## src/design/pss_pkg.sv

```systemverilog
// Shared types, widths and helpers for the paired sample statistics block.
`default_nettype none
package pss_pkg;
	localparam int unsigned MAX_SAMPLES = 4096;
	localparam int CNT_W = 13;
	localparam int SMP_W = 24;
	localparam int SUM_W = 36;
	localparam int DSUM_W = 37;
	localparam int S2_W = 62;
	localparam int AD_W = 25;
	localparam int SQ_W = 50;
	localparam int MULA_W = 62;
	localparam int MULB_W = 36;
	localparam int PROD_W = 76;
	localparam int DIVN_W = 76;
	localparam int DIVD_W = 37;
	localparam int RAD_W = 64;
	localparam int ROOT_W = 32;
	localparam int NN_W = 26;
	localparam int MUL_CNT_W = $clog2(MULB_W);
	localparam int DIV_CNT_W = $clog2(DIVN_W);
	localparam int SQRT_CNT_W = $clog2(ROOT_W);

	typedef enum logic [4:0] {
		ST_ACCUM, ST_FLUSH, ST_DIV_B, ST_DIV_V, ST_DIV_D, ST_DIV_G, ST_DIV_R,
		ST_SQRT_R, ST_MUL_NS, ST_MUL_DD, ST_MUL_NN, ST_MUL_DEN, ST_DIV_SE,
		ST_SQRT_SE, ST_FINISH
	} pss_state_t;

	typedef enum logic [3:0] {
		OP_NONE, OP_DIV_B, OP_DIV_V, OP_DIV_D, OP_DIV_G, OP_DIV_R, OP_SQRT_R,
		OP_MUL_NS, OP_MUL_DD, OP_MUL_NN, OP_MUL_DEN, OP_DIV_SE, OP_SQRT_SE
	} pss_op_t;

	typedef struct packed {
		logic    take;
		pss_op_t op;
		logic    start;
		logic    finish;
	} pss_cmd_t;

	typedef struct packed {
		logic last_acc;
		logic pipe_idle;
		logic done;
		logic multi;
		logic out_free;
	} pss_status_t;

	// Clamp an unsigned value to the 24-bit output range.
	function automatic logic [SMP_W-1:0] sat24(input logic [ROOT_W-1:0] v);
		return (|v[ROOT_W-1:SMP_W]) ? '1 : v[SMP_W-1:0];
	endfunction
endpackage
`default_nettype wire

```

## src/design/pss_mul.sv

```systemverilog
// Shift-and-add multiplier, one multiplier bit per cycle, MSB first.
`default_nettype none
module pss_mul (
	input  wire logic                         clk,
	input  wire logic                         arst_n,
	input  wire logic                         start,
	input  wire logic [pss_pkg::MULA_W-1:0]   a,
	input  wire logic [pss_pkg::MULB_W-1:0]   b,
	output logic                              done,
	output logic      [pss_pkg::PROD_W-1:0]   prod
);
	logic                             busy_q, done_q;
	logic [pss_pkg::MUL_CNT_W-1:0]    cnt_q;
	logic [pss_pkg::MULA_W-1:0]       a_q;
	logic [pss_pkg::MULB_W-1:0]       b_q;
	logic [pss_pkg::PROD_W-1:0]       acc_q;

	always_ff @(posedge clk or negedge arst_n) begin
		if (!arst_n) begin
			busy_q <= 1'b0;
			done_q <= 1'b0;
			cnt_q  <= '0;
		end else begin
			done_q <= 1'b0;
			if (start) begin
				busy_q <= 1'b1;
				cnt_q  <= '0;
			end else if (busy_q) begin
				cnt_q <= cnt_q + 1'b1;
				if (cnt_q == pss_pkg::MUL_CNT_W'(pss_pkg::MULB_W - 1)) begin
					busy_q <= 1'b0;
					done_q <= 1'b1;
				end
			end
		end
	end

	always_ff @(posedge clk) begin
		if (start) begin
			a_q   <= a;
			b_q   <= b;
			acc_q <= '0;
		end else if (busy_q) begin
			acc_q <= {acc_q[pss_pkg::PROD_W-2:0], 1'b0}
				+ (b_q[pss_pkg::MULB_W-1] ? pss_pkg::PROD_W'(a_q) : '0);
			b_q   <= {b_q[pss_pkg::MULB_W-2:0], 1'b0};
		end
	end

	assign done = done_q;
	assign prod = acc_q;
endmodule
`default_nettype wire

```

## src/design/pss_div.sv

```systemverilog
// Restoring divider, one quotient bit per cycle.
`default_nettype none
module pss_div (
	input  wire logic                         clk,
	input  wire logic                         arst_n,
	input  wire logic                         start,
	input  wire logic [pss_pkg::DIVN_W-1:0]   num,
	input  wire logic [pss_pkg::DIVD_W-1:0]   den,
	output logic                              done,
	output logic      [pss_pkg::DIVN_W-1:0]   quo
);
	logic                             busy_q, done_q;
	logic [pss_pkg::DIV_CNT_W-1:0]    cnt_q;
	logic [pss_pkg::DIVN_W-1:0]       dvd_q;
	logic [pss_pkg::DIVD_W-1:0]       den_q, rem_q;
	logic [pss_pkg::DIVD_W:0]         rem_sh, rem_nxt;
	logic                             ge;

	always_comb begin
		rem_sh  = {rem_q, dvd_q[pss_pkg::DIVN_W-1]};
		ge      = rem_sh >= {1'b0, den_q};
		rem_nxt = ge ? rem_sh - {1'b0, den_q} : rem_sh;
	end

	always_ff @(posedge clk or negedge arst_n) begin
		if (!arst_n) begin
			busy_q <= 1'b0;
			done_q <= 1'b0;
			cnt_q  <= '0;
		end else begin
			done_q <= 1'b0;
			if (start) begin
				busy_q <= 1'b1;
				cnt_q  <= '0;
			end else if (busy_q) begin
				cnt_q <= cnt_q + 1'b1;
				if (cnt_q == pss_pkg::DIV_CNT_W'(pss_pkg::DIVN_W - 1)) begin
					busy_q <= 1'b0;
					done_q <= 1'b1;
				end
			end
		end
	end

	// The dividend register fills with quotient bits from the bottom.
	always_ff @(posedge clk) begin
		if (start) begin
			dvd_q <= num;
			den_q <= den;
			rem_q <= '0;
		end else if (busy_q) begin
			rem_q <= rem_nxt[pss_pkg::DIVD_W-1:0];
			dvd_q <= {dvd_q[pss_pkg::DIVN_W-2:0], ge};
		end
	end

	assign done = done_q;
	assign quo  = dvd_q;
endmodule
`default_nettype wire

```

## src/design/pss_sqrt.sv

```systemverilog
// Digit-by-digit integer square root, one root bit per cycle.
`default_nettype none
module pss_sqrt (
	input  wire logic                         clk,
	input  wire logic                         arst_n,
	input  wire logic                         start,
	input  wire logic [pss_pkg::RAD_W-1:0]    x,
	output logic                              done,
	output logic      [pss_pkg::ROOT_W-1:0]   root
);
	logic                             busy_q, done_q;
	logic [pss_pkg::SQRT_CNT_W-1:0]   cnt_q;
	logic [pss_pkg::RAD_W-1:0]        x_q;
	logic [pss_pkg::ROOT_W+1:0]       rem_q;
	logic [pss_pkg::ROOT_W-1:0]       root_q;
	logic [pss_pkg::ROOT_W+3:0]       rem_sh, trial, rem_nxt;
	logic                             ge;

	always_comb begin
		rem_sh  = {rem_q, x_q[pss_pkg::RAD_W-1:pss_pkg::RAD_W-2]};
		trial   = {2'b00, root_q, 2'b01};
		ge      = rem_sh >= trial;
		rem_nxt = ge ? rem_sh - trial : rem_sh;
	end

	always_ff @(posedge clk or negedge arst_n) begin
		if (!arst_n) begin
			busy_q <= 1'b0;
			done_q <= 1'b0;
			cnt_q  <= '0;
		end else begin
			done_q <= 1'b0;
			if (start) begin
				busy_q <= 1'b1;
				cnt_q  <= '0;
			end else if (busy_q) begin
				cnt_q <= cnt_q + 1'b1;
				if (cnt_q == pss_pkg::SQRT_CNT_W'(pss_pkg::ROOT_W - 1)) begin
					busy_q <= 1'b0;
					done_q <= 1'b1;
				end
			end
		end
	end

	always_ff @(posedge clk) begin
		if (start) begin
			x_q    <= x;
			rem_q  <= '0;
			root_q <= '0;
		end else if (busy_q) begin
			x_q    <= {x_q[pss_pkg::RAD_W-3:0], 2'b00};
			rem_q  <= rem_nxt[pss_pkg::ROOT_W+1:0];
			root_q <= {root_q[pss_pkg::ROOT_W-2:0], ge};
		end
	end

	assign done = done_q;
	assign root = root_q;
endmodule
`default_nettype wire

```

## src/design/pss_ctrl.sv

```systemverilog
// Sequencer: accumulation phase, then the chain of divides, products and roots.
`default_nettype none
module pss_ctrl (
	input  wire logic                  clk,
	input  wire logic                  arst_n,
	input  wire pss_pkg::pss_status_t  st,
	output pss_pkg::pss_cmd_t          cmd
);
	pss_pkg::pss_state_t state_q, state_nxt;
	logic                launched_q;

	always_comb begin
		state_nxt = state_q;
		unique case (state_q)
			pss_pkg::ST_ACCUM:   if (st.last_acc) state_nxt = pss_pkg::ST_FLUSH;
			pss_pkg::ST_FLUSH:   if (st.pipe_idle) state_nxt = pss_pkg::ST_DIV_B;
			pss_pkg::ST_DIV_B:   if (st.done) state_nxt = pss_pkg::ST_DIV_V;
			pss_pkg::ST_DIV_V:   if (st.done) state_nxt = pss_pkg::ST_DIV_D;
			pss_pkg::ST_DIV_D:   if (st.done) state_nxt = pss_pkg::ST_DIV_G;
			pss_pkg::ST_DIV_G:   if (st.done) state_nxt = pss_pkg::ST_DIV_R;
			pss_pkg::ST_DIV_R:   if (st.done) state_nxt = pss_pkg::ST_SQRT_R;
			pss_pkg::ST_SQRT_R: begin
				if (st.done)
					state_nxt = st.multi ? pss_pkg::ST_MUL_NS : pss_pkg::ST_FINISH;
			end
			pss_pkg::ST_MUL_NS:  if (st.done) state_nxt = pss_pkg::ST_MUL_DD;
			pss_pkg::ST_MUL_DD:  if (st.done) state_nxt = pss_pkg::ST_MUL_NN;
			pss_pkg::ST_MUL_NN:  if (st.done) state_nxt = pss_pkg::ST_MUL_DEN;
			pss_pkg::ST_MUL_DEN: if (st.done) state_nxt = pss_pkg::ST_DIV_SE;
			pss_pkg::ST_DIV_SE:  if (st.done) state_nxt = pss_pkg::ST_SQRT_SE;
			pss_pkg::ST_SQRT_SE: if (st.done) state_nxt = pss_pkg::ST_FINISH;
			pss_pkg::ST_FINISH:  if (st.out_free) state_nxt = pss_pkg::ST_ACCUM;
			default:             state_nxt = pss_pkg::ST_ACCUM;
		endcase
	end

	always_comb begin
		cmd.take   = 1'b0;
		cmd.op     = pss_pkg::OP_NONE;
		cmd.finish = 1'b0;
		unique case (state_q)
			pss_pkg::ST_ACCUM:   cmd.take = 1'b1;
			pss_pkg::ST_DIV_B:   cmd.op = pss_pkg::OP_DIV_B;
			pss_pkg::ST_DIV_V:   cmd.op = pss_pkg::OP_DIV_V;
			pss_pkg::ST_DIV_D:   cmd.op = pss_pkg::OP_DIV_D;
			pss_pkg::ST_DIV_G:   cmd.op = pss_pkg::OP_DIV_G;
			pss_pkg::ST_DIV_R:   cmd.op = pss_pkg::OP_DIV_R;
			pss_pkg::ST_SQRT_R:  cmd.op = pss_pkg::OP_SQRT_R;
			pss_pkg::ST_MUL_NS:  cmd.op = pss_pkg::OP_MUL_NS;
			pss_pkg::ST_MUL_DD:  cmd.op = pss_pkg::OP_MUL_DD;
			pss_pkg::ST_MUL_NN:  cmd.op = pss_pkg::OP_MUL_NN;
			pss_pkg::ST_MUL_DEN: cmd.op = pss_pkg::OP_MUL_DEN;
			pss_pkg::ST_DIV_SE:  cmd.op = pss_pkg::OP_DIV_SE;
			pss_pkg::ST_SQRT_SE: cmd.op = pss_pkg::OP_SQRT_SE;
			pss_pkg::ST_FINISH:  cmd.finish = st.out_free;
			default:             cmd.take = 1'b0;
		endcase
		// Each operation state fires its unit once, on its first cycle.
		cmd.start = (cmd.op != pss_pkg::OP_NONE) && !launched_q;
	end

	always_ff @(posedge clk or negedge arst_n) begin
		if (!arst_n) begin
			state_q    <= pss_pkg::ST_ACCUM;
			launched_q <= 1'b0;
		end else begin
			state_q <= state_nxt;
			if (cmd.start)
				launched_q <= 1'b1;
			else if (st.done)
				launched_q <= 1'b0;
		end
	end

	a_last_flush: assert property (@(posedge clk) disable iff (!arst_n)
		st.last_acc |=> state_q == pss_pkg::ST_FLUSH)
		else $error("last request did not enter flush");
	a_done_in_op: assert property (@(posedge clk) disable iff (!arst_n)
		st.done |-> (state_q != pss_pkg::ST_ACCUM && state_q != pss_pkg::ST_FLUSH
			&& state_q != pss_pkg::ST_FINISH))
		else $error("unit completion outside an operation state");
	a_finish_back: assert property (@(posedge clk) disable iff (!arst_n)
		cmd.finish |=> state_q == pss_pkg::ST_ACCUM && !launched_q)
		else $error("finish did not return to accumulation");
endmodule
`default_nettype wire

```

## src/design/pss_datapath.sv

```systemverilog
// Accumulators, arithmetic units, result registers and the output register.
`default_nettype none
module pss_datapath (
	input  wire logic                          clk,
	input  wire logic                          arst_n,
	input  wire pss_pkg::pss_cmd_t             cmd,
	output pss_pkg::pss_status_t               st,
	input  wire logic                          cfg_wr_en,
	input  wire logic                          cfg_wr_data,
	input  wire logic                          in_valid,
	input  wire logic signed [23:0]            baseline_sample,
	input  wire logic signed [23:0]            intervened_sample,
	input  wire logic                          last_pair,
	output logic                               out_valid,
	input  wire logic                          out_ready,
	output logic        [12:0]                 pair_count,
	output logic signed [23:0]                 baseline_avg,
	output logic signed [23:0]                 intervened_avg,
	output logic signed [24:0]                 delta_avg,
	output logic signed [24:0]                 degradation_avg,
	output logic        [23:0]                 standard_error,
	output logic        [23:0]                 rms_delta,
	output logic        [23:0]                 max_abs_delta,
	output logic        [16:0]                 degraded_fraction,
	output logic                               run_status
);
	logic                                 goal_q;
	logic                                 accept;
	logic [pss_pkg::CNT_W-1:0]            cnt_q, deg_q;
	logic                                 cap_q;
	logic signed [pss_pkg::SUM_W-1:0]     bsum_q, vsum_q;
	logic [pss_pkg::S2_W-1:0]             s2_q;
	logic [pss_pkg::AD_W-1:0]             maxad_q;

	logic signed [pss_pkg::AD_W-1:0]      d_in;
	logic [pss_pkg::AD_W-1:0]             ad_in;
	logic                                 vld_s1, vld_s2;
	logic signed [pss_pkg::SMP_W-1:0]     b_s1, v_s1, b_s2, v_s2;
	logic [pss_pkg::AD_W-1:0]             ad_s1, ad_s2;
	logic                                 deg_s1, deg_s2;
	logic [pss_pkg::SQ_W-1:0]             sq_s2;

	logic signed [pss_pkg::DSUM_W-1:0]    dsum;
	logic [pss_pkg::SUM_W-1:0]            babs, vabs, dabs;

	logic                                 mul_start, div_start, sqrt_start;
	logic                                 mul_done, div_done, sqrt_done;
	logic [pss_pkg::MULA_W-1:0]           mul_a;
	logic [pss_pkg::MULB_W-1:0]           mul_b;
	logic [pss_pkg::PROD_W-1:0]           prod;
	logic [pss_pkg::DIVN_W-1:0]           div_num, quo;
	logic [pss_pkg::DIVD_W-1:0]           div_den;
	logic                                 div_neg;
	logic [pss_pkg::ROOT_W-1:0]           root;
	logic signed [pss_pkg::SUM_W+1:0]     qs;

	logic [pss_pkg::PROD_W-1:0]           p1_q, num_q;
	logic [pss_pkg::NN_W-1:0]             nn_q;
	logic [pss_pkg::DIVD_W-1:0]           den_q;
	logic [pss_pkg::RAD_W-1:0]            rad_q;
	logic signed [23:0]                   bmean_q, vmean_q;
	logic signed [24:0]                   dmean_q;
	logic [16:0]                          frac_q;
	logic [23:0]                          rms_q, se_q;
	logic                                 out_valid_q;

	assign accept = in_valid && cmd.take;

	always_comb begin
		d_in  = pss_pkg::AD_W'(intervened_sample) - pss_pkg::AD_W'(baseline_sample);
		ad_in = d_in[pss_pkg::AD_W-1] ? -d_in : d_in;
	end

	always_ff @(posedge clk or negedge arst_n) begin
		if (!arst_n)
			goal_q <= 1'b0;
		else if (cfg_wr_en)
			goal_q <= cfg_wr_data;
	end

	// Two-stage front end: difference and magnitude, then the square.
	always_ff @(posedge clk or negedge arst_n) begin
		if (!arst_n) begin
			vld_s1 <= 1'b0;
			vld_s2 <= 1'b0;
		end else begin
			vld_s1 <= accept && (cnt_q < pss_pkg::CNT_W'(pss_pkg::MAX_SAMPLES));
			vld_s2 <= vld_s1;
		end
	end

	always_ff @(posedge clk) begin
		b_s1   <= baseline_sample;
		v_s1   <= intervened_sample;
		ad_s1  <= ad_in;
		deg_s1 <= goal_q ? (!d_in[pss_pkg::AD_W-1] && (|d_in)) : d_in[pss_pkg::AD_W-1];
		b_s2   <= b_s1;
		v_s2   <= v_s1;
		ad_s2  <= ad_s1;
		deg_s2 <= deg_s1;
		sq_s2  <= ad_s1 * ad_s1;
	end

	// Run state: the count moves at acceptance, the sums when the pair leaves the front end.
	always_ff @(posedge clk or negedge arst_n) begin
		if (!arst_n) begin
			cnt_q   <= '0;
			cap_q   <= 1'b0;
			bsum_q  <= '0;
			vsum_q  <= '0;
			s2_q    <= '0;
			maxad_q <= '0;
			deg_q   <= '0;
		end else if (cmd.finish) begin
			cnt_q   <= '0;
			cap_q   <= 1'b0;
			bsum_q  <= '0;
			vsum_q  <= '0;
			s2_q    <= '0;
			maxad_q <= '0;
			deg_q   <= '0;
		end else begin
			if (accept) begin
				if (cnt_q < pss_pkg::CNT_W'(pss_pkg::MAX_SAMPLES))
					cnt_q <= cnt_q + 1'b1;
				else
					cap_q <= 1'b1;
			end
			if (vld_s2) begin
				bsum_q <= bsum_q + pss_pkg::SUM_W'(b_s2);
				vsum_q <= vsum_q + pss_pkg::SUM_W'(v_s2);
				s2_q   <= s2_q + pss_pkg::S2_W'(sq_s2);
				deg_q  <= deg_q + pss_pkg::CNT_W'(deg_s2);
				if (ad_s2 > maxad_q)
					maxad_q <= ad_s2;
			end
		end
	end

	always_comb begin
		dsum = pss_pkg::DSUM_W'(vsum_q) - pss_pkg::DSUM_W'(bsum_q);
		babs = bsum_q[pss_pkg::SUM_W-1] ? pss_pkg::SUM_W'(-bsum_q) : pss_pkg::SUM_W'(bsum_q);
		vabs = vsum_q[pss_pkg::SUM_W-1] ? pss_pkg::SUM_W'(-vsum_q) : pss_pkg::SUM_W'(vsum_q);
		dabs = dsum[pss_pkg::DSUM_W-1] ? pss_pkg::SUM_W'(-dsum) : pss_pkg::SUM_W'(dsum);
	end

	// Operand selection for the shared units.
	always_comb begin
		div_num    = '0;
		div_den    = pss_pkg::DIVD_W'(cnt_q);
		div_neg    = 1'b0;
		mul_a      = '0;
		mul_b      = '0;
		mul_start  = 1'b0;
		div_start  = 1'b0;
		sqrt_start = 1'b0;
		unique case (cmd.op)
			pss_pkg::OP_DIV_B: begin
				div_num   = pss_pkg::DIVN_W'(babs);
				div_neg   = bsum_q[pss_pkg::SUM_W-1];
				div_start = cmd.start;
			end
			pss_pkg::OP_DIV_V: begin
				div_num   = pss_pkg::DIVN_W'(vabs);
				div_neg   = vsum_q[pss_pkg::SUM_W-1];
				div_start = cmd.start;
			end
			pss_pkg::OP_DIV_D: begin
				div_num   = pss_pkg::DIVN_W'(dabs);
				div_neg   = dsum[pss_pkg::DSUM_W-1];
				div_start = cmd.start;
			end
			pss_pkg::OP_DIV_G: begin
				div_num   = pss_pkg::DIVN_W'({deg_q, 16'h0000});
				div_start = cmd.start;
			end
			pss_pkg::OP_DIV_R: begin
				div_num   = pss_pkg::DIVN_W'(s2_q);
				div_start = cmd.start;
			end
			pss_pkg::OP_DIV_SE: begin
				div_num   = num_q;
				div_den   = den_q;
				div_start = cmd.start;
			end
			pss_pkg::OP_MUL_NS: begin
				mul_a     = s2_q;
				mul_b     = pss_pkg::MULB_W'(cnt_q);
				mul_start = cmd.start;
			end
			pss_pkg::OP_MUL_DD: begin
				mul_a     = pss_pkg::MULA_W'(dabs);
				mul_b     = dabs;
				mul_start = cmd.start;
			end
			pss_pkg::OP_MUL_NN: begin
				mul_a     = pss_pkg::MULA_W'(cnt_q);
				mul_b     = pss_pkg::MULB_W'(cnt_q);
				mul_start = cmd.start;
			end
			pss_pkg::OP_MUL_DEN: begin
				mul_a     = pss_pkg::MULA_W'(nn_q);
				mul_b     = pss_pkg::MULB_W'(cnt_q - 1'b1);
				mul_start = cmd.start;
			end
			pss_pkg::OP_SQRT_R, pss_pkg::OP_SQRT_SE: sqrt_start = cmd.start;
			default: mul_start = 1'b0;
		endcase
	end

	pss_mul u_mul (
		.clk    (clk),
		.arst_n (arst_n),
		.start  (mul_start),
		.a      (mul_a),
		.b      (mul_b),
		.done   (mul_done),
		.prod   (prod)
	);

	pss_div u_div (
		.clk    (clk),
		.arst_n (arst_n),
		.start  (div_start),
		.num    (div_num),
		.den    (div_den),
		.done   (div_done),
		.quo    (quo)
	);

	pss_sqrt u_sqrt (
		.clk    (clk),
		.arst_n (arst_n),
		.start  (sqrt_start),
		.x      (rad_q),
		.done   (sqrt_done),
		.root   (root)
	);

	// Division truncates toward zero: divide magnitudes, then restore the sign.
	assign qs = div_neg ? -(pss_pkg::SUM_W+2)'(quo[pss_pkg::SUM_W+1:0])
		: (pss_pkg::SUM_W+2)'(quo[pss_pkg::SUM_W+1:0]);

	always_ff @(posedge clk) begin
		if (div_done) begin
			case (cmd.op)
				pss_pkg::OP_DIV_B:  bmean_q <= qs[23:0];
				pss_pkg::OP_DIV_V:  vmean_q <= qs[23:0];
				pss_pkg::OP_DIV_D:  dmean_q <= qs[24:0];
				pss_pkg::OP_DIV_G:  frac_q  <= quo[16:0];
				default:            rad_q   <= quo[pss_pkg::RAD_W-1:0];
			endcase
		end
		if (mul_done) begin
			case (cmd.op)
				pss_pkg::OP_MUL_NS: p1_q  <= prod;
				pss_pkg::OP_MUL_DD: num_q <= (p1_q >= prod) ? p1_q - prod : '0;
				pss_pkg::OP_MUL_NN: nn_q  <= prod[pss_pkg::NN_W-1:0];
				default:            den_q <= prod[pss_pkg::DIVD_W-1:0];
			endcase
		end
		if (sqrt_done) begin
			if (cmd.op == pss_pkg::OP_SQRT_R)
				rms_q <= pss_pkg::sat24(root);
			else
				se_q <= pss_pkg::sat24(root);
		end
	end

	always_ff @(posedge clk or negedge arst_n) begin
		if (!arst_n)
			out_valid_q <= 1'b0;
		else if (cmd.finish)
			out_valid_q <= 1'b1;
		else if (out_ready)
			out_valid_q <= 1'b0;
	end

	always_ff @(posedge clk) begin
		if (cmd.finish) begin
			pair_count        <= cnt_q;
			baseline_avg      <= bmean_q;
			intervened_avg    <= vmean_q;
			delta_avg         <= dmean_q;
			degradation_avg   <= goal_q ? dmean_q : -dmean_q;
			standard_error    <= (cnt_q > pss_pkg::CNT_W'(1)) ? se_q : '0;
			rms_delta         <= rms_q;
			max_abs_delta     <= pss_pkg::sat24(pss_pkg::ROOT_W'(maxad_q));
			degraded_fraction <= frac_q;
			run_status        <= cap_q;
		end
	end

	assign out_valid    = out_valid_q;
	assign st.last_acc  = accept && last_pair;
	assign st.pipe_idle = !vld_s1 && !vld_s2;
	assign st.done      = mul_done || div_done || sqrt_done;
	assign st.multi     = cnt_q > pss_pkg::CNT_W'(1);
	assign st.out_free  = !out_valid_q || out_ready;

	a_cnt_cap: assert property (@(posedge clk) disable iff (!arst_n)
		cnt_q <= pss_pkg::CNT_W'(pss_pkg::MAX_SAMPLES))
		else $error("pair count beyond capacity");
	a_finish_load: assert property (@(posedge clk) disable iff (!arst_n)
		cmd.finish |=> out_valid_q && cnt_q == '0 && !cap_q)
		else $error("finish did not load result and clear run");
	a_one_unit: assert property (@(posedge clk) disable iff (!arst_n)
		$onehot0({mul_done, div_done, sqrt_done}))
		else $error("two arithmetic units completed together");
endmodule
`default_nettype wire

```

## src/design/paired_sample_statistics_core.sv

```systemverilog
// Top level of the paired sample statistics block.
// Usage: pairs of signed Q8.16 samples arrive as requests on the in_valid /
// in_ready channel, and are accepted while the block accumulates.
// A pair with last_pair set closes the run; no result is given for others.
// After the last request the block stops taking pairs while a controller
// walks a sequence of divides, shift-add products and square roots: a
// pipeline drain, five divides and one root, and for runs of more than one
// pair four products plus one more divide and root; then the result is
// loaded into the output register and out_valid rises.
// The divider, multiplier and root units work one bit per cycle, and each is
// shared by all operations of its kind.
// Reset clears the run state, the goal (to maximize) and out_valid.
// The result sits in an output register on out_valid / out_ready; a new run
// is accepted while it waits. If the receiver stalls, the block finishes
// its next run's computation and then holds until the old result is taken.
// metric_goal is written via cfg_wr_en / cfg_wr_data; the user must do so
// only while idle, since the block itself does not enforce it.
`default_nettype none
module paired_sample_statistics_core (
	input  wire logic               clk,
	input  wire logic               arst_n,
	input  wire logic               cfg_wr_en,
	input  wire logic               cfg_wr_data,
	input  wire logic               in_valid,
	output logic                    in_ready,
	input  wire logic signed [23:0] baseline_sample,
	input  wire logic signed [23:0] intervened_sample,
	input  wire logic               last_pair,
	output logic                    out_valid,
	input  wire logic               out_ready,
	output logic        [12:0]      pair_count,
	output logic signed [23:0]      baseline_avg,
	output logic signed [23:0]      intervened_avg,
	output logic signed [24:0]      delta_avg,
	output logic signed [24:0]      degradation_avg,
	output logic        [23:0]      standard_error,
	output logic        [23:0]      rms_delta,
	output logic        [23:0]      max_abs_delta,
	output logic        [16:0]      degraded_fraction,
	output logic                    run_status
);
	pss_pkg::pss_cmd_t    cmd;
	pss_pkg::pss_status_t st;

	pss_ctrl u_ctrl (
		.clk    (clk),
		.arst_n (arst_n),
		.st     (st),
		.cmd    (cmd)
	);

	pss_datapath u_dp (
		.clk               (clk),
		.arst_n            (arst_n),
		.cmd               (cmd),
		.st                (st),
		.cfg_wr_en         (cfg_wr_en),
		.cfg_wr_data       (cfg_wr_data),
		.in_valid          (in_valid),
		.baseline_sample   (baseline_sample),
		.intervened_sample (intervened_sample),
		.last_pair         (last_pair),
		.out_valid         (out_valid),
		.out_ready         (out_ready),
		.pair_count        (pair_count),
		.baseline_avg      (baseline_avg),
		.intervened_avg    (intervened_avg),
		.delta_avg         (delta_avg),
		.degradation_avg   (degradation_avg),
		.standard_error    (standard_error),
		.rms_delta         (rms_delta),
		.max_abs_delta     (max_abs_delta),
		.degraded_fraction (degraded_fraction),
		.run_status        (run_status)
	);

	assign in_ready = cmd.take;
endmodule
`default_nettype wire
```

## config.mk

```make
export PLATFORM = sky130hd
export DESIGN_NAME = paired_sample_statistics_core
export DESIGN_NICKNAME = d
export VERILOG_FILES = /design/src/design/pss_pkg.sv /design/src/design/pss_mul.sv /design/src/design/pss_div.sv /design/src/design/pss_sqrt.sv /design/src/design/pss_ctrl.sv /design/src/design/pss_datapath.sv /design/src/design/paired_sample_statistics_core.sv
export SDC_FILE = /design/constraint.sdc
export NUM_CORES = 2
export LEC_CHECK = 0
export ABC_AREA = 0
export BUFFER_PORTS_ARGS = -buffer_cell sky130_fd_sc_hd__buf_2
export CORE_ASPECT_RATIO = 0.8
export CORE_MARGIN = 1.5
export CORE_UTILIZATION = 30
export CTS_CLUSTER_DIAMETER = 80
export CTS_CLUSTER_SIZE = 40
export DETAILED_ROUTE_END_ITERATION = 8
export PLACE_DENSITY = 0.51
export SLEW_MARGIN = 20
export SYNTH_ARGS = -nofsm -noshare
export SYNTH_HDL_FRONTEND = slang
export SYNTH_SLANG_ARGS = --single-unit
```

## constraint.sdc

```tcl
create_clock -name clk -period 8.5 [get_ports clk]
set_input_delay 0 -clock clk [delete_from_list [all_inputs] [get_ports clk]]
set_output_delay 0 -clock clk [all_outputs]
set_load 0.02 [all_outputs]
```

# Yosys cells after proc, flatten, opt, wreduce, memory -nomap -nowiden
# Cells that the tools add are included.
# totals
regBits	1490
output_inout_bits	203
word_cells	277
in_bits	55
# op_classes
bitwise	3
eq_ne	45
mul	1
mux	90
order_cmp	6
addsub	21
reduce_logical	48
# ops
op	n
76-bit case mux with 6 select lines	1
36-bit 2-to-1 mux	9
62-bit case mux with 4 select lines	1
62-bit 2-to-1 mux	3
76-bit 2-to-1 mux	2
64-bit 2-to-1 mux	2
25-bit 2-to-1 mux	5
36-bit negation	3
36-bit case mux with 3 select lines	1
5-bit 2-to-1 mux	17
13-bit 2-to-1 mux	6
76-bit by 62-bit adder with 76-bit output	1
76-bit greater-or-equal comparator	1
76-bit subtractor	1
25-bit negation	3
5-bit case mux with 15 select lines	1
36-bit by 24-bit adder with 36-bit output	2
62-bit by 50-bit adder with 62-bit output	1
25-bit by 25-bit multiplier with 50-bit output	1
24-bit 2-to-1 mux	2
4-bit case mux with 12 select lines	1
38-bit by 37-bit greater-or-equal comparator with 1-bit output	1
37-bit 2-to-1 mux	1
36-bit by 36-bit subtractor with 37-bit output	1
other kinds (47)	147

# Longest topological paths before layout
# depth
word_depth	6
depth_mapped	30
ltp_nobuf	28

# By module
# A second synthesis with hierarchy kept.
# unflattened
hier_cells	9704
hier_area_um2	98532.0
# by_module_without_submodules
mod	cells_each	instances	seq_area_each_um2	area_each_um2
pss_datapath	7024	1	27206.1	71157.0
pss_mul	1093	1	4664.5	10699.0
pss_div	840	1	4359.2	8944.8
pss_sqrt	696	1	3418.3	7350.8
pss_ctrl	51	1	125.1	380.4

# Worst setup path after synthesis
# OpenSTA, ideal clock, no wires.
# synth_timing
path_type	reg2reg
from	register u_ctrl.state_q[3]
to	register u_dp.baseline_avg[0], enable pin
n_path_buf	4
arrival_time_ps	7178
setup_ps	641
setup_slack_ps	680
path_stages_with_launch	7
required_ps	7859
period_less_slack_ps	7820
path_cell_list	dfrtp_1 -> clkbuf_1 -> buf_1 -> nand4_1 -> inv_2 -> clkbuf_1 -> buf_1
# synth_lines
item	line_no	rtl
from (decl)	pss_ctrl.sv:9	pss_pkg::pss_state_t state_q, state_nxt;
from (signal assigned)	pss_ctrl.sv:64	state_q <= pss_pkg::ST_ACCUM;
from (signal assigned)	pss_ctrl.sv:67	state_q <= state_nxt;
to (signal assigned)	pss_datapath.sv:282	baseline_avg <= bmean_q;
to (decl)	pss_datapath.sv:17	output logic signed [23:0] baseline_avg,

# Final worst setup path
# layout_timing
from	register u_dp.ad_s1[17] in the netlist's numbering
to	register u_dp.sq_s2[45] in the netlist's numbering
# layout_between
elab_chain_cells	1
# layout_lines
item	line_no	rtl
from (decl)	pss_datapath.sv:39	logic [pss_pkg::AD_W-1:0] ad_s1, ad_s2;
from (signal assigned)	pss_datapath.sv:95	ad_s1 <= ad_in;
25-bit by 25-bit multiplier with 50-bit output	pss_datapath.sv:101	sq_s2 <= ad_s1 * ad_s1;
to (signal assigned)	pss_datapath.sv:101	
to (decl)	pss_datapath.sv:41	logic [pss_pkg::SQ_W-1:0] sq_s2;
# Every way passes these cells.
# A chain may end at the register's enable or synchronous reset.

==> results.toml <==
[detailed_routing]
ant_nets = 0
drtIter0Drc = 6322
viasPerCell = 5.13
detail_route.wl_per_cell_um = 20.4
routed_wl_mm = 293
dr.pass1.iters = 6
route.vias.total = 73700
drc = 0

[run]
maxCapViolations = 0

[sta]
fin_crit_sh_pct = 93.7
slew_headroom_pct = 27.6
finClkSkew_ps = 73.2
finalSetupViolations = 0
fin_tns_setup_ps = 0
fmax_ghz = 0.126
worst_pin_slew_ps = 1080
finalCriticalPeriod_ps = 7960
hold_ws_ps = 113
drv_slew = 0
rsz0062_at_grt = "false"
hold_violations = 0

[floorplan]
fp.dieW_um = 639
die_area_um2 = 327000
io_pins = 258
start_util_pct = 30.2
num_rows = 186
core_area_um2 = 322000
die_h_um = 512

[placed_design]
dpl.cell_count = 14100
gp_routability_congestion = 0.912
numPortBuffers = 257
dp_hpwl_mm = 226

[synth]
synth_cells = 9817
syn_area_um2 = 97100
async_flop_share_pct = 14.7
yosysWarnings = 0
synthFlopType = "edfxtp_1"
synth_area_leaders = "edfxtp_1 (28%), fa_1 (10%), ha_1 (7.9%)"
ys_seq_elements = 1486
synth_area_per_cell_um2 = 9.89
ys_top_cells_by_count = "inv_1 (1010), nand2_1 (894), edfxtp_1 (892)"
synth_fp_nets = 11000
ys_types = 103
yosys.area.top_type = "edfxtp_1"
synth_enable_flop_cells = 892
yosys.area.top_type_share_pct = 27.6
synth.most_common_cell = "inv_1"
seq_area_frac_synth_pct = 40.9

[critical_path]
cp_max_fo = 14
cp.arrival_ps = 8620
end_kind = "flip-flop"
crit_type = "flip-flop to flip-flop"
critPathLaunchType = "flip-flop"
crit_required_ps = 9150

[cells_and_area]
area.growth.synth_to_final_pct = 11.1
drive_gt1_share_pct = 6.92
final_nets = 11100
instances_no_fill = 14400

[run_status]
outcome = "finished, final reports clean"

[hold_path]
hp-class = "input pin to flip-flop"

[global_routing]
grt_pass1_wl_mm = 448
grt_pass1_vias = 72400
grt_usage_pct = 17.5
grt_overflow = 0
antenna_found_initial = 20
grt_max_degree = 86

[cts]
cts_sinks = 1486
cts_buffer_depth = 3
clk_pin_slew_worst_paths_ps = 110
cts_tree = "yes"
cts_made_buffers = 85
cts.htree.levels = 3
clk_latency_ps = 790
root_buffer = "clkbuf_16"
-- area by class of cell --
type | count | area [um2]
fill | 32800 | 214000
sequential | 1486 | 39800
antenna | 1 | 2.50
clock buffer | 88 | 2180
tap | 4324 | 5410
clock inverter | 72 | 1320
inverter | 1016 | 3830
multi-input combinational | 6899 | 52100
timing repair buffer | 484 | 3290
-- state kept, by name (all words and copies together), names as in the netlist, 32 cells and up --
| signal | flops |
|---|---|
| u_dp.u_mul.b_q | 36 |
| u_dp.u_div.quo | 76 |
| u_dp.u_sqrt.rem_q | 34 |
| u_dp.u_div.den_q | 37 |
| u_dp.u_sqrt.x_q | 64 |
| u_dp.sq_s2 | 48 |
| u_dp.rad_q | 64 |
| u_dp.u_mul.a_q | 62 |
| u_dp.s2_q | 62 |
| u_dp.vsum_q | 36 |
| u_dp.num_q | 76 |
| u_dp.u_div.rem_q | 37 |
| u_dp.u_sqrt.root | 32 |
| u_dp.bsum_q | 36 |
| u_dp.p1_q | 76 |
| u_dp.u_mul.prod | 76 |
| u_dp.den_q | 37 |
-- kinds of logic (layout without fill, tap and decap cells) --
| kind of cell | Yosys count | in the layout | share of synthesized area, % |
|---|---|---|---|
| AO/OA/AOI/OAI | 2113 | 2113 | 14.1 |
| XOR/XNOR | 575 | 575 | 5.19 |
| adder cells (fa/ha/maj) | 1096 | 1096 | 17.9 |
| buffers and inverters | 1432 | 1660 | 5.61 |
| flip-flops | 1486 | 1486 | 40.9 |
| multiplexers | 197 | 197 | 2.09 |
| other | 0 | 1 | 0 |
| AND/OR/NAND/NOR | 2918 | 2918 | 14.2 |
-- worst paths after layout --
check / start / end / slack [ps] / cells after the start
max: u_dp.ad_s1[17] / u_dp.sq_s2[45] / 540 / 23
min: in_valid / u_dp.cap_q / 110 / 4
max reg2reg: u_dp.ad_s1[17] / u_dp.sq_s2[45] / 540 / 23
min reg2reg: u_dp.v_s1[13] / u_dp.v_s2[13] / 340 / 0
max in group asynchronous: arst_n / u_dp.s2_q[25] / 6370 / 5
min in group asynchronous: arst_n / u_dp.bsum_q[13] / 430 / 4
-- cells in the final DEF, fill, tap and decap left out, types with 73 or more instances in the layout --
| cell | n |
|---|---|
| a211oi_1 | 74 |
| a21o_1 | 251 |
| a21oi_1 | 611 |
| a31oi_1 | 96 |
| and2_1 | 291 |
| and3_1 | 98 |
| buf_2 | 256 |
| buf_4 | 121 |
| clkbuf_16 | 86 |
| dfrtp_1 | 213 |
| dfxtp_1 | 366 |
| dlygate4sd3_1 | 104 |
| edfxtp_1 | 892 |
| fa_1 | 483 |
| ha_1 | 613 |
| inv_1 | 1005 |
| mux2i_1 | 168 |
| nand2_1 | 894 |
| nand2b_1 | 73 |
| nand3_1 | 217 |
| nand4_1 | 125 |
| nor2_1 | 809 |
| nor3_1 | 131 |
| o21ai_0 | 404 |
| o31ai_1 | 75 |
| xnor2_1 | 332 |
| xor2_1 | 243 |
-- worst max-delay path: stages, from the launching register on --
cell	delay, ps
dfxtp_1	770
buf_4	360
and2_1	230
fa_1	470
fa_1	570
fa_1	470
fa_1	520
fa_1	530
fa_1	550
inv_1	60
fa_1	530
inv_1	50
ha_1	360
and2_1	220
nand4_1	180
a2111oi_0	470
buf_4	200
o221ai_1	140
a2111oi_0	410
buf_4	180
o21ai_0	140
o21bai_1	200
a31oi_1	130
xnor2_1	150
-- stage by stage --
stage / instance area, um2 / utilization, % / setup WS [ps]
4_1_cts: 108000 / 33.5 / 307
3_5_place_dp: 103000 / 32.1 / 375
6_report: 108000 / 33.6 / 536
2_1_floorplan: 97100 / - / 680
3_3_place_gp: 103000 / 32.1 / 339
5_1_grt: 108000 / 33.5 / 0.751
-- layer usage --
layer | wire, um | vias up | GRT usage [%]
li1 | - | 34500 | -
met1 | 141000 | 36600 | 25.8
met2 | 128000 | 2192 | 27.3
met3 | 17200 | 346 | 2.11
met4 | 7060 | 4 | 4.12
met5 | 23 | - | 0
-- timing repair --
item / in CTS / in global routing
buffers inserted: 0 / 0
setup endpoints to repair: 0 / 7
resized for setup: 0 / 10
hold buffers: 105 / 0
hold endpoints to repair: 219 / 0
Power is left out: the tool's default activity adds up to more than one toggle a clock period on the data nets, which glitch-free logic cannot reach.
